[config.mk]
export PLATFORM = sky130hd
export DESIGN_NAME = psd_root_step
export DESIGN_NICKNAME = d
export VERILOG_FILES = /design/src/rtl/psd_pkg.sv /design/src/rtl/psd_root_step.sv
export SDC_FILE = /design/constraint.sdc
export NUM_CORES = 1
export LEC_CHECK = 0
export BUFFER_PORTS_ARGS = -buffer_cell sky130_fd_sc_hd__buf_2
export CORE_MARGIN = 1.5
export CORE_UTILIZATION = 45
export CTS_BUF_LIST = sky130_fd_sc_hd__clkbuf_16
export CTS_CLUSTER_DIAMETER = 60
export DETAILED_ROUTE_END_ITERATION = 10
export MAX_ROUTING_LAYER = met4
export PLACE_DENSITY = 0.75
export RECOVER_POWER = 100
export SLEW_MARGIN = 15
export SYNTH_ARGS = -nofsm -noshare
export SYNTH_HDL_FRONTEND = slang
export SYNTH_SLANG_ARGS = --single-unit
[constraint.sdc]
create_clock -name clk -period 7.2 [get_ports clk]
set_input_delay 0.36 -clock clk [delete_from_list [all_inputs] [get_ports clk]]
set_output_delay 0.36 -clock clk [all_outputs]
set_load 0.01 [all_outputs]
[src/rtl/psd_pkg.sv]
// ----------------------------------------------------------------------------
// psd_pkg: shared types and constants for the point to segment distance core
// Holds the default coordinate width, the region codes and the stage tag.
// ----------------------------------------------------------------------------
package psd_pkg;

  localparam int COORD_BITS_DEF = 16;

  typedef enum logic [1:0] {
    REGION_DEGEN    = 2'd0,
    REGION_START    = 2'd1,
    REGION_INTERIOR = 2'd2,
    REGION_END      = 2'd3
  } region_t;

  typedef struct packed {
    logic    valid;
    region_t region;
  } tag_t;

endpackage

[src/rtl/psd_root_step.sv]
// ----------------------------------------------------------------------------
// psd_root_step: one bit of the pipelined square root of a ratio
// Decides one result bit of floor(sqrt(num / den)) by shift, add and compare.
// ----------------------------------------------------------------------------
module psd_root_step #(
  parameter int COORD_BITS = psd_pkg::COORD_BITS_DEF,
  parameter int BIT        = 0
) (
  input  logic                        clk,
  input  logic                        rst,
  input  logic                        en,
  input  psd_pkg::tag_t               tag_in,
  input  logic [4*COORD_BITS+5:0]     rem_in,
  input  logic [4*COORD_BITS+5:0]     acc_in,
  input  logic [COORD_BITS:0]         root_in,
  input  logic [2*COORD_BITS+1:0]     den_in,
  output psd_pkg::tag_t               tag_out,
  output logic [4*COORD_BITS+5:0]     rem_out,
  output logic [4*COORD_BITS+5:0]     acc_out,
  output logic [COORD_BITS:0]         root_out,
  output logic [2*COORD_BITS+1:0]     den_out
);

  localparam int RW = 4*COORD_BITS+6;
  localparam int OW = COORD_BITS+1;

  logic [RW-1:0] den_w;
  logic [RW-1:0] cand;
  logic          take;

  assign den_w = RW'(den_in);
  assign cand  = (acc_in << (BIT+1)) + (den_w << (2*BIT));
  assign take  = rem_in >= cand;

  always_ff @(posedge clk) begin
    if (rst) begin
      tag_out.valid <= 1'b0;
    end else if (en) begin
      tag_out.valid <= tag_in.valid;
    end
    if (en) begin
      tag_out.region <= tag_in.region;
      den_out        <= den_in;
      if (take) begin
        rem_out  <= rem_in - cand;
        acc_out  <= acc_in + (den_w << BIT);
        root_out <= root_in | (OW'(1) << BIT);
      end else begin
        rem_out  <= rem_in;
        acc_out  <= acc_in;
        root_out <= root_in;
      end
    end
  end

endmodule

==> flow_summary.toml, run 1 <==
[status]
status = "complete, but fails checks"
failed_checks = "capacitance limit, slew limit"

[die]
design.core.area_sq_um = 36500
die_x_um = 195
ios = 391
die_h_um = 195
rows = 70
die_area_sq_um = 38200
initial_core_util = 0.456

[grt]
grt_start_max_net_pins = 77
grt_pass1_wl_mm = 84.6
grt-ovfl-total = 0
grt_pass1_vias = 15100
antenna_found_initial = 3
track_usage = 0.291

[pwr]
p_int_mw = 2.53
clock_power_share = 0.234
pwr_density_cell_nw_per_um2 = 215
p_leak_nw = 7.56
p_seq_frac = 0.356
switching_power_mw = 1.62
swShare = 0.390
pwr-share-comb = 0.410
ir_drop_uv = 194

[worst_setup_path]
critPathCaptureType = "flop"
startpoint_type = "input port"
cp_max_fo = 17
required_ns = 7.41
cp.arrival_ns = 6.55
critPathKind = "in2reg"

[final_layout]
syn_to_final_growth_pct = 15.4
final_cell_mix = "clkbuf_1, a21oi_1, edfxtp_1"
final_common_cell = "clkbuf_1"
finalNetCount = 2544
drive_gt1_frac = 0.105

[yosys]
synthArstFlopShare = 0
synth_edf_count = 193
synth-seq-area-share = 0.349
synthTopCellsByArea = "edfxtp_1, ha_1, a21oi_1, xnor2_1, nand2_1"
synth_top_cell_by_area = "edfxtp_1"
synth_top_area_share = 0.348
synth_seq_cells = 194
yosys_warnings = 0
synth_cells = 1871
syn_nets = 2208
synthFlopType = "edfxtp_1"
synth.cell_area_sq_um = 16700
yosys.cell_types.count = 88
synth_area_per_cell_sq_um = 8.91

[timing]
hold_viol = 0
fin_skew_ns = 0
maxSlewHeadroom = -1.72
fin_crit_sh = 0.881
min_period_ns = 6.34
tightest_slew_ns = 4.08
holdWs_ns = 0.0461
final-setup-viol-count = 0
grt_setup_unrepaired = "no"
fmax_ghz = 0.158
final.setup.tns_ns = 0
slew_violations = 199

[clock_tree]
numCtsBuffers = 17
cts.clk_slew.worst_paths_ns = 0.08
cts_sinks = 194
cts_tree = "yes"
post_cts_buffers = 0
postCtsResizedCells = 0
cts_max_level = 4
root_buffer = "clkbuf_16"
clock_path_buffers = 2
ctsHoldBuffers = 0
clk_latency_ns = 0.46

[min_path]
holdCritPathClass = "in2reg"

[routing]
via_per_inst = 5.97
drcViolationCount = 0
first_pass_iters = 6
wl_mm = 55.3
drtIter0Drc = 1197
ant_nets = 0
post_drt_wl_per_cell_um = 20.5
vias = 16100

[run]
cap_viol_max_count = 3

[place]
hpwl_mm = 43.9
place.gp.congestion = 0.969
io_buffer_count = 390
==> cell type report <==
cell class	instances	area, sq um
Clock buffer	17	425
Sequential cell	194	5820
Antenna cell	3	7.51
Fill cell	3465	17300
Timing Repair Buffer	407	1820
Clock inverter	15	136
Inverter	59	221
Multi-Input combinational cell	1528	10200
Tap cell	468	586
==> path summary, 6_finish.rpt <==
path	from	end	cells after the start	slack (ns)
setup / recovery	den_in[4]	acc_out[59]	23	0.86
hold / removal	rst	tag_out[2]	2	0.05
setup reg to reg	tag_out[2]	tag_out[2]	2	6.55
hold reg to reg	tag_out[2]	tag_out[2]	2	0.50
==> critical path, stage by stage <==
cell	delay [ns]
clkbuf_1	0.11
ha_1	0.35
o21ai_1	0.10
o21ai_0	0.34
a21oi_1	0.23
o221a_2	0.29
a211oi_1	0.48
o21ai_1	0.19
a41oi_2	0.56
clkbuf_1	0.27
nand3_1	0.12
xor2_1	0.17
ha_1	0.40
nand2_1	0.18
o21ai_0	0.45
a211oi_1	0.28
a211oi_1	0.26
o21ai_0	0.16
a31oi_4	0.26
a21o_4	0.34
buf_4	0.28
o2111ai_1	0.16
xnor2_1	0.17
==> logic make-up (layout without fill, tap and decap cells) <==
logic type	count (synthesis)	after routing	synth area share
AO/OA/AOI/OAI	616	616	0.236
XOR/XNOR	187	187	0.0983
adder cells (fa/ha/maj)	140	140	0.106
buffers and inverters	149	498	0.0378
flip-flops	194	194	0.349
multiplexers	5	5	0.00308
other	0	3	0
AND/OR/NAND/NOR	580	580	0.170
==> per-layer routing <==
metal | track usage | wire [um] | vias to the layer above
met4 | 0.0772 | 1110 | 0
met2 | 0.459 | 25600 | 714
met5 | - | 0 | -
met3 | 0.0358 | 4060 | 65
li1 | - | - | 7672
met1 | 0.396 | 24500 | 7613
==> Yosys cell counts (all sizes together) (5+ instances only) <==
cell type and count:
and3 14, nand3 63, o21bai 27, o31ai 12
clkbuf 50, nor2b 11, nand4 56, xor2 69
nor3 36, nor2 156, o21ai 129, a221oi 6
inv 58, o211a 5, ha 137, and4 9
nand2b 16, o221ai 8, a21o 74, xnor2 118
and2 11, a21boi 10, o21a 21, edfxtp 193
a41oi 5, a31oi 14, a211oi 17, o211ai 15
nand2 166, nor3b 7, buf 40, o2111ai 14
a21oi 219, nor4 13
==> per-stage QoR <==
| stage | utilization | setup WS [ns] | std cells | total power [mW] | area (sq um) |
|---|---|---|---|---|---|
| after global routing | 0.527 | 0.343 | 2691 | 4.36 | 19200 |
| after detailed placement | 0.520 | 0.822 | 2656 | 3.20 | 19000 |
| after floorplan | - | 2.02 | 1871 | 2.63 | 16700 |
| final | 0.527 | 0.859 | 2691 | 4.15 | 19200 |
| after global placement | 0.520 | 0.873 | 2656 | 3.19 | 19000 |
| after CTS | 0.535 | 1.29 | 2688 | 4.18 | 19500 |
==> sequential cells by signal (all words and copies together), names as in the netlist <==
register / count
tag_out: 3
den_out: 34
root_out: 17
acc_out: 70
rem_out: 70
==> power groups by stage <==
stage | registers, mW | clock network [mW] | logic [mW]
finish | 1.48 | 0.969 | 1.70
global route | 1.49 | 1.01 | 1.86
CTS | 1.47 | 0.986 | 1.72
detailed placement | 1.49 | 0 | 1.71
global placement | 1.49 | 0 | 1.70
floorplan | 1.56 | 0 | 1.07
No activity file was read; power rests on OpenSTA's default activity.
==> run 2: changes to the inputs <==
--- a/config.mk
+++ b/config.mk
@@ -8,7 +8,7 @@
 export BUFFER_PORTS_ARGS = -buffer_cell sky130_fd_sc_hd__buf_2
 export CORE_MARGIN = 1.5
 export CORE_UTILIZATION = 45
-export CTS_BUF_LIST = sky130_fd_sc_hd__clkbuf_16
+export CTS_BUF_LIST = sky130_fd_sc_hd__clkbuf_4
 export CTS_CLUSTER_DIAMETER = 60
 export DETAILED_ROUTE_END_ITERATION = 10
 export MAX_ROUTING_LAYER = met4
==> constraint.sdc (replaced) <==
create_clock -name clk -period 6.1 [get_ports clk]
set_input_delay 0.305 -clock clk [delete_from_list [all_inputs] [get_ports clk]]
set_output_delay 0.305 -clock clk [all_outputs]
set_load 0.01 [all_outputs]
==> flow_summary.toml, run 2 (synthesized netlist as in run 1, its figures left out) <==
[clock_tree]
numCtsBuffers = 17
cts_tree = "yes"
cts_max_level = 4
cts_sinks = 194
clk_latency_ns = 0.65
root_buffer = "clkbuf_4"
cts.clk_slew.worst_paths_ns = 0.16
clock_path_buffers = 2

[routing]
wl_mm = 59.1
post_drt_wl_per_cell_um = 20.5
first_pass_iters = 6
ant_nets = 0
vias = 17000
drtIter0Drc = 1628
via_per_inst = 5.91
drcViolationCount = 0

[worst_setup_path]
cp.arrival_ns = 6.22
critPathCaptureType = "flop"
startpoint_type = "input port"
critPathKind = "in2reg"
required_ns = 6.51
cp_max_fo = 43
reg2regPathDepth = 3

[pwr]
ir_drop_uv = 117
power.total_mw = 4.69
p_leak_nw = 8.28
pwr_density_cell_nw_per_um2 = 224

[die]
initial_core_util = 0.456
die_x_um = 195
die_h_um = 195
ios = 391
rows = 70
die_area_sq_um = 38200
design.core.area_sq_um = 36500

[final_layout]
finalNetCount = 2736
syn_to_final_growth_pct = 25.6
final_cell_mix = "clkbuf_1, a21oi_1, edfxtp_1"
fin_util = 0.573
drive_gt1_frac = 0.107
final_common_cell = "clkbuf_1"
largestRegisters = "acc_out: 70 flops, rem_out: 70 flops, den_out: 34 flops"

[status]
failed_checks = "capacitance limit, slew limit"
status = "complete, but fails checks"

[place]
hpwl_mm = 44.7
place.gp.congestion = 0.964
io_buffer_count = 390

[grt]
antenna_found_initial = 3
grt_start_max_net_pins = 89
track_usage = 0.311
grt_pass1_wl_mm = 90.5
grt-ovfl-total = 0
grt_pass1_vias = 16300

[timing]
holdWs_ns = 0.0477
maxSlewHeadroom = -2.57
fmax_ghz = 0.172
hold_viol = 0
fin_skew_ns = 0
fin_crit_sh = 0.952
min_period_ns = 5.81
slew_violations = 163
tightest_slew_ns = 5.35
final-setup-viol-count = 0

[min_path]
holdPathStages = 3
holdCritPathClass = "in2reg"

[run]
cap_viol_max_count = 2
[run 2: cell types whose count changed in the layout (fill, tap and decap cells not counted), sizes merged, moves of 2 or more]
cell / before / now
clkbuf: 250 / 253
buf: 174 / 191
bufinv: 1 / 3
dlygate4sd3: 0 / 174
inv: 64 / 61
clkinv: 6 / 4
[run 2: per-layer routing]
metal	up-vias	track usage	wire [um]
li1	8038	-	-
met1	8165	0.410	25700
met2	731	0.503	28200
met3	108	0.0373	3750
met4	0	0.0893	1510
met5	-	-	0
[run 2: worst paths after layout]
path,to,slack (ns),startpoint
setup / recovery,rem_out[50],0.29,den_in[2]
hold / removal,acc_out[28],0.05,acc_in[28]
setup reg to reg,tag_out[2],4.84,tag_out[2]
hold reg to reg,tag_out[2],1.07,tag_out[2]
[run 2: area by class of cell]
type,instances,area (sq um)
Inverter,59,221
Antenna cell,4,10.0
Multi-Input combinational cell,1528,10300
Sequential cell,194,5820
Fill cell,3416,15600
Timing Repair Buffer,599,3740
Tap cell,468,586
Clock inverter,11,155
Clock buffer,19,143
[run 2: stage by stage]
stage | setup slack (ns) | setup TNS [ns] | area [sq um] | instances
3_3_place_gp | 0.208 | 0 | 19200 | 2673
5_1_grt | -0.00291 | -0.00291 | 20900 | 2881
4_1_cts | 0.178 | 0 | 21200 | 2876
2_1_floorplan | 0.978 | 0 | 16700 | 1871
6_report | 0.295 | 0 | 20900 | 2882
3_5_place_dp | 0.0245 | 0 | 19200 | 2673
[run 2: critical path, stage by stage]
cell	delay, ns
dlygate4sd3_1	0.52
clkbuf_1	0.22
ha_1	0.30
a211oi_1	0.32
o21ai_0	0.25
a21oi_1	0.41
o221a_2	0.30
a211oi_2	0.10
o21ai_1	0.28
a41oi_2	0.19
buf_12	0.19
nand3_1	0.08
xor2_1	0.40
ha_1	0.42
a21o_1	0.20
a21oi_1	0.24
a21boi_0	0.15
o31ai_1	0.27
nand2_1	0.18
a21oi_4	0.20
buf_12	0.29
clkbuf_2	0.26
o21ai_0	0.11
[run 2: where the power goes]
part | internal, mW | leakage (nW) | switching [mW] | total, mW
Combinational | 0.829 | 6.22 | 1.31 | 2.14
Clock | 0.294 | 0.155 | 0.502 | 0.796
Sequential | 1.68 | 1.90 | 0.0723 | 1.76
[run 2: timing repair]
action / in CTS / in global routing
setup endpoints to repair: 0 / 141
endpoints found under the hold margin: 172 / 1
resized for setup: 0 / 5
hold buffers: 173 / 1
buffers inserted: 0 / 1
==> run 3: changes to the inputs <==
==> constraint.sdc (replaced) <==
create_clock -name clk -period 6.1 [get_ports clk]
set_input_delay 0.61 -clock clk [delete_from_list [all_inputs] [get_ports clk]]
set_output_delay 0.61 -clock clk [all_outputs]
set_load 0.01 [all_outputs]
==> flow_summary.toml, run 3 (synthesized netlist as in run 1, its figures left out) <==
[worst_setup_path]
crit_slowest_cell = "nor3_4"
startpoint_type = "input port"
critPathKind = "in2reg"
critPathCaptureType = "flop"
cp_max_fo = 25
required_ns = 6.52
path_buf_inv = 5
reg2regPathDepth = 2
path_depth = 25
critical-path-max-stage-delay_ns = 0.44
cp.arrival_ns = 6.02
crit_family = "compound AO/OA/AOI/OAI gates"

[place]
preCtsSetupSlack_ns = 0.0478
hpwl_mm = 45.0
io_buffer_count = 390
place.gp.congestion = 0.933

[routing]
drtIter0Drc = 1262
via_per_inst = 5.87
vias = 16300
first_pass_iters = 8
ant_nets = 0
wl_mm = 55.8
post_drt_wl_per_cell_um = 20.1
drcViolationCount = 0

[clock_tree]
cts_max_level = 4
root_buffer = "clkbuf_4"
clock_path_buffers = 2
clk_latency_ns = 0.64
numCtsBuffers = 17
cts_sinks = 194
post_cts_buffers = 0
postCtsResizedCells = 0
ctsHoldBuffers = 0
cts_tree = "yes"
cts.clk_slew.worst_paths_ns = 0.15

[timing]
fin_crit_sh = 0.919
fin_skew_ns = 0
slew_violations = 145
worst_slack_ns = 0.491
grt_setup_unrepaired = "no"
tightest_slew_ns = 4.47
fmax_ghz = 0.178
final-setup-viol-count = 0
min_period_ns = 5.61
final.setup.tns_ns = 0
hold_viol = 0
maxSlewHeadroom = -1.98

[die]
initial_core_util = 0.456
die_h_um = 195
rows = 70
design.core.area_sq_um = 36500
die_area_sq_um = 38200
ios = 391
die_x_um = 195

[pwr]
ir_drop_uv = 124
pwr_density_cell_nw_per_um2 = 231
p_leak_nw = 7.84

[grt]
grt_start_max_net_pins = 81
track_usage = 0.296
grt-ovfl-total = 0
grt_pass1_vias = 15700
grt_pass1_wl_mm = 86.0
antenna_found_initial = 6

[min_path]
holdPathStages = 2
holdCritPathClass = "in2reg"

[final_layout]
largestRegisters = "acc_out: 70 flops, rem_out: 70 flops, den_out: 34 flops"
syn_to_final_growth_pct = 17.6
final_cell_mix = "clkbuf_1, a21oi_1, edfxtp_1"
finalNetCount = 2634
drive_gt1_frac = 0.137
final_common_cell = "clkbuf_1"

[status]
failed_checks = "capacitance limit, slew limit"
status = "complete, but fails checks"

[run]
cap_viol_max_count = 2
## run 3: cell types whose count changed in the layout (fill, tap and decap cells not counted), moves of 2 or more
cell / delta
dlygate4sd3_1: -174
buf_4: +64
clkbuf_1: +8
clkinv_2: +4
bufinv_16: -2
diode_2: +2
nor4_1: +2
nor4_2: -2
o21ai_0: +2
o21ai_1: -2
## run 3: worst paths after layout
path                            slack, ns         end        from
worst max-delay path                 0.49  acc_out[5]   acc_in[0]
worst min-delay path                 0.10  tag_out[2]         rst
worst max register to register       5.42  tag_out[2]  tag_out[2]
worst min register to register       0.52  tag_out[2]  tag_out[2]
## run 3: metrics by stage
stage	cells	hold WS [ns]	area, sq um	util	power, mW
after detailed placement	2746	0.486	19700	0.540	3.88
after floorplan	1871	0.528	16700	-	3.10
final	2782	0.103	19600	0.537	4.53
after global routing	2782	0.0622	19600	0.537	4.80
after CTS	2776	0.0388	19900	0.546	4.58
after global placement	2746	0.468	19700	0.540	3.86
## run 3: power by group
group          switching [mW]  leakage, nW  total (mW)  internal [mW]
Sequential             0.0673         1.90        1.75           1.68
Combinational            1.29         5.81        2.09          0.800
Clock                   0.491        0.133       0.695          0.204
Total                    1.85         7.84        4.53           2.69
## run 3: layout make-up
cell class / count / area [sq um]
fillers: 3527 / 16900
diodes: 6 / 15.0
multi-input cells: 1528 / 10200
well taps: 468 / 586
inverters: 59 / 221
repair buffers: 497 / 2510
clock inverters: 11 / 91.3
flip-flops and latches: 194 / 5820
clock buffers: 19 / 143
## run 3: per-layer routing
metal  GRT usage  routed length, um
met1       0.401              25000
met3      0.0276               3560
met5           -                  0
met4      0.0887               1110
met2       0.471              26100
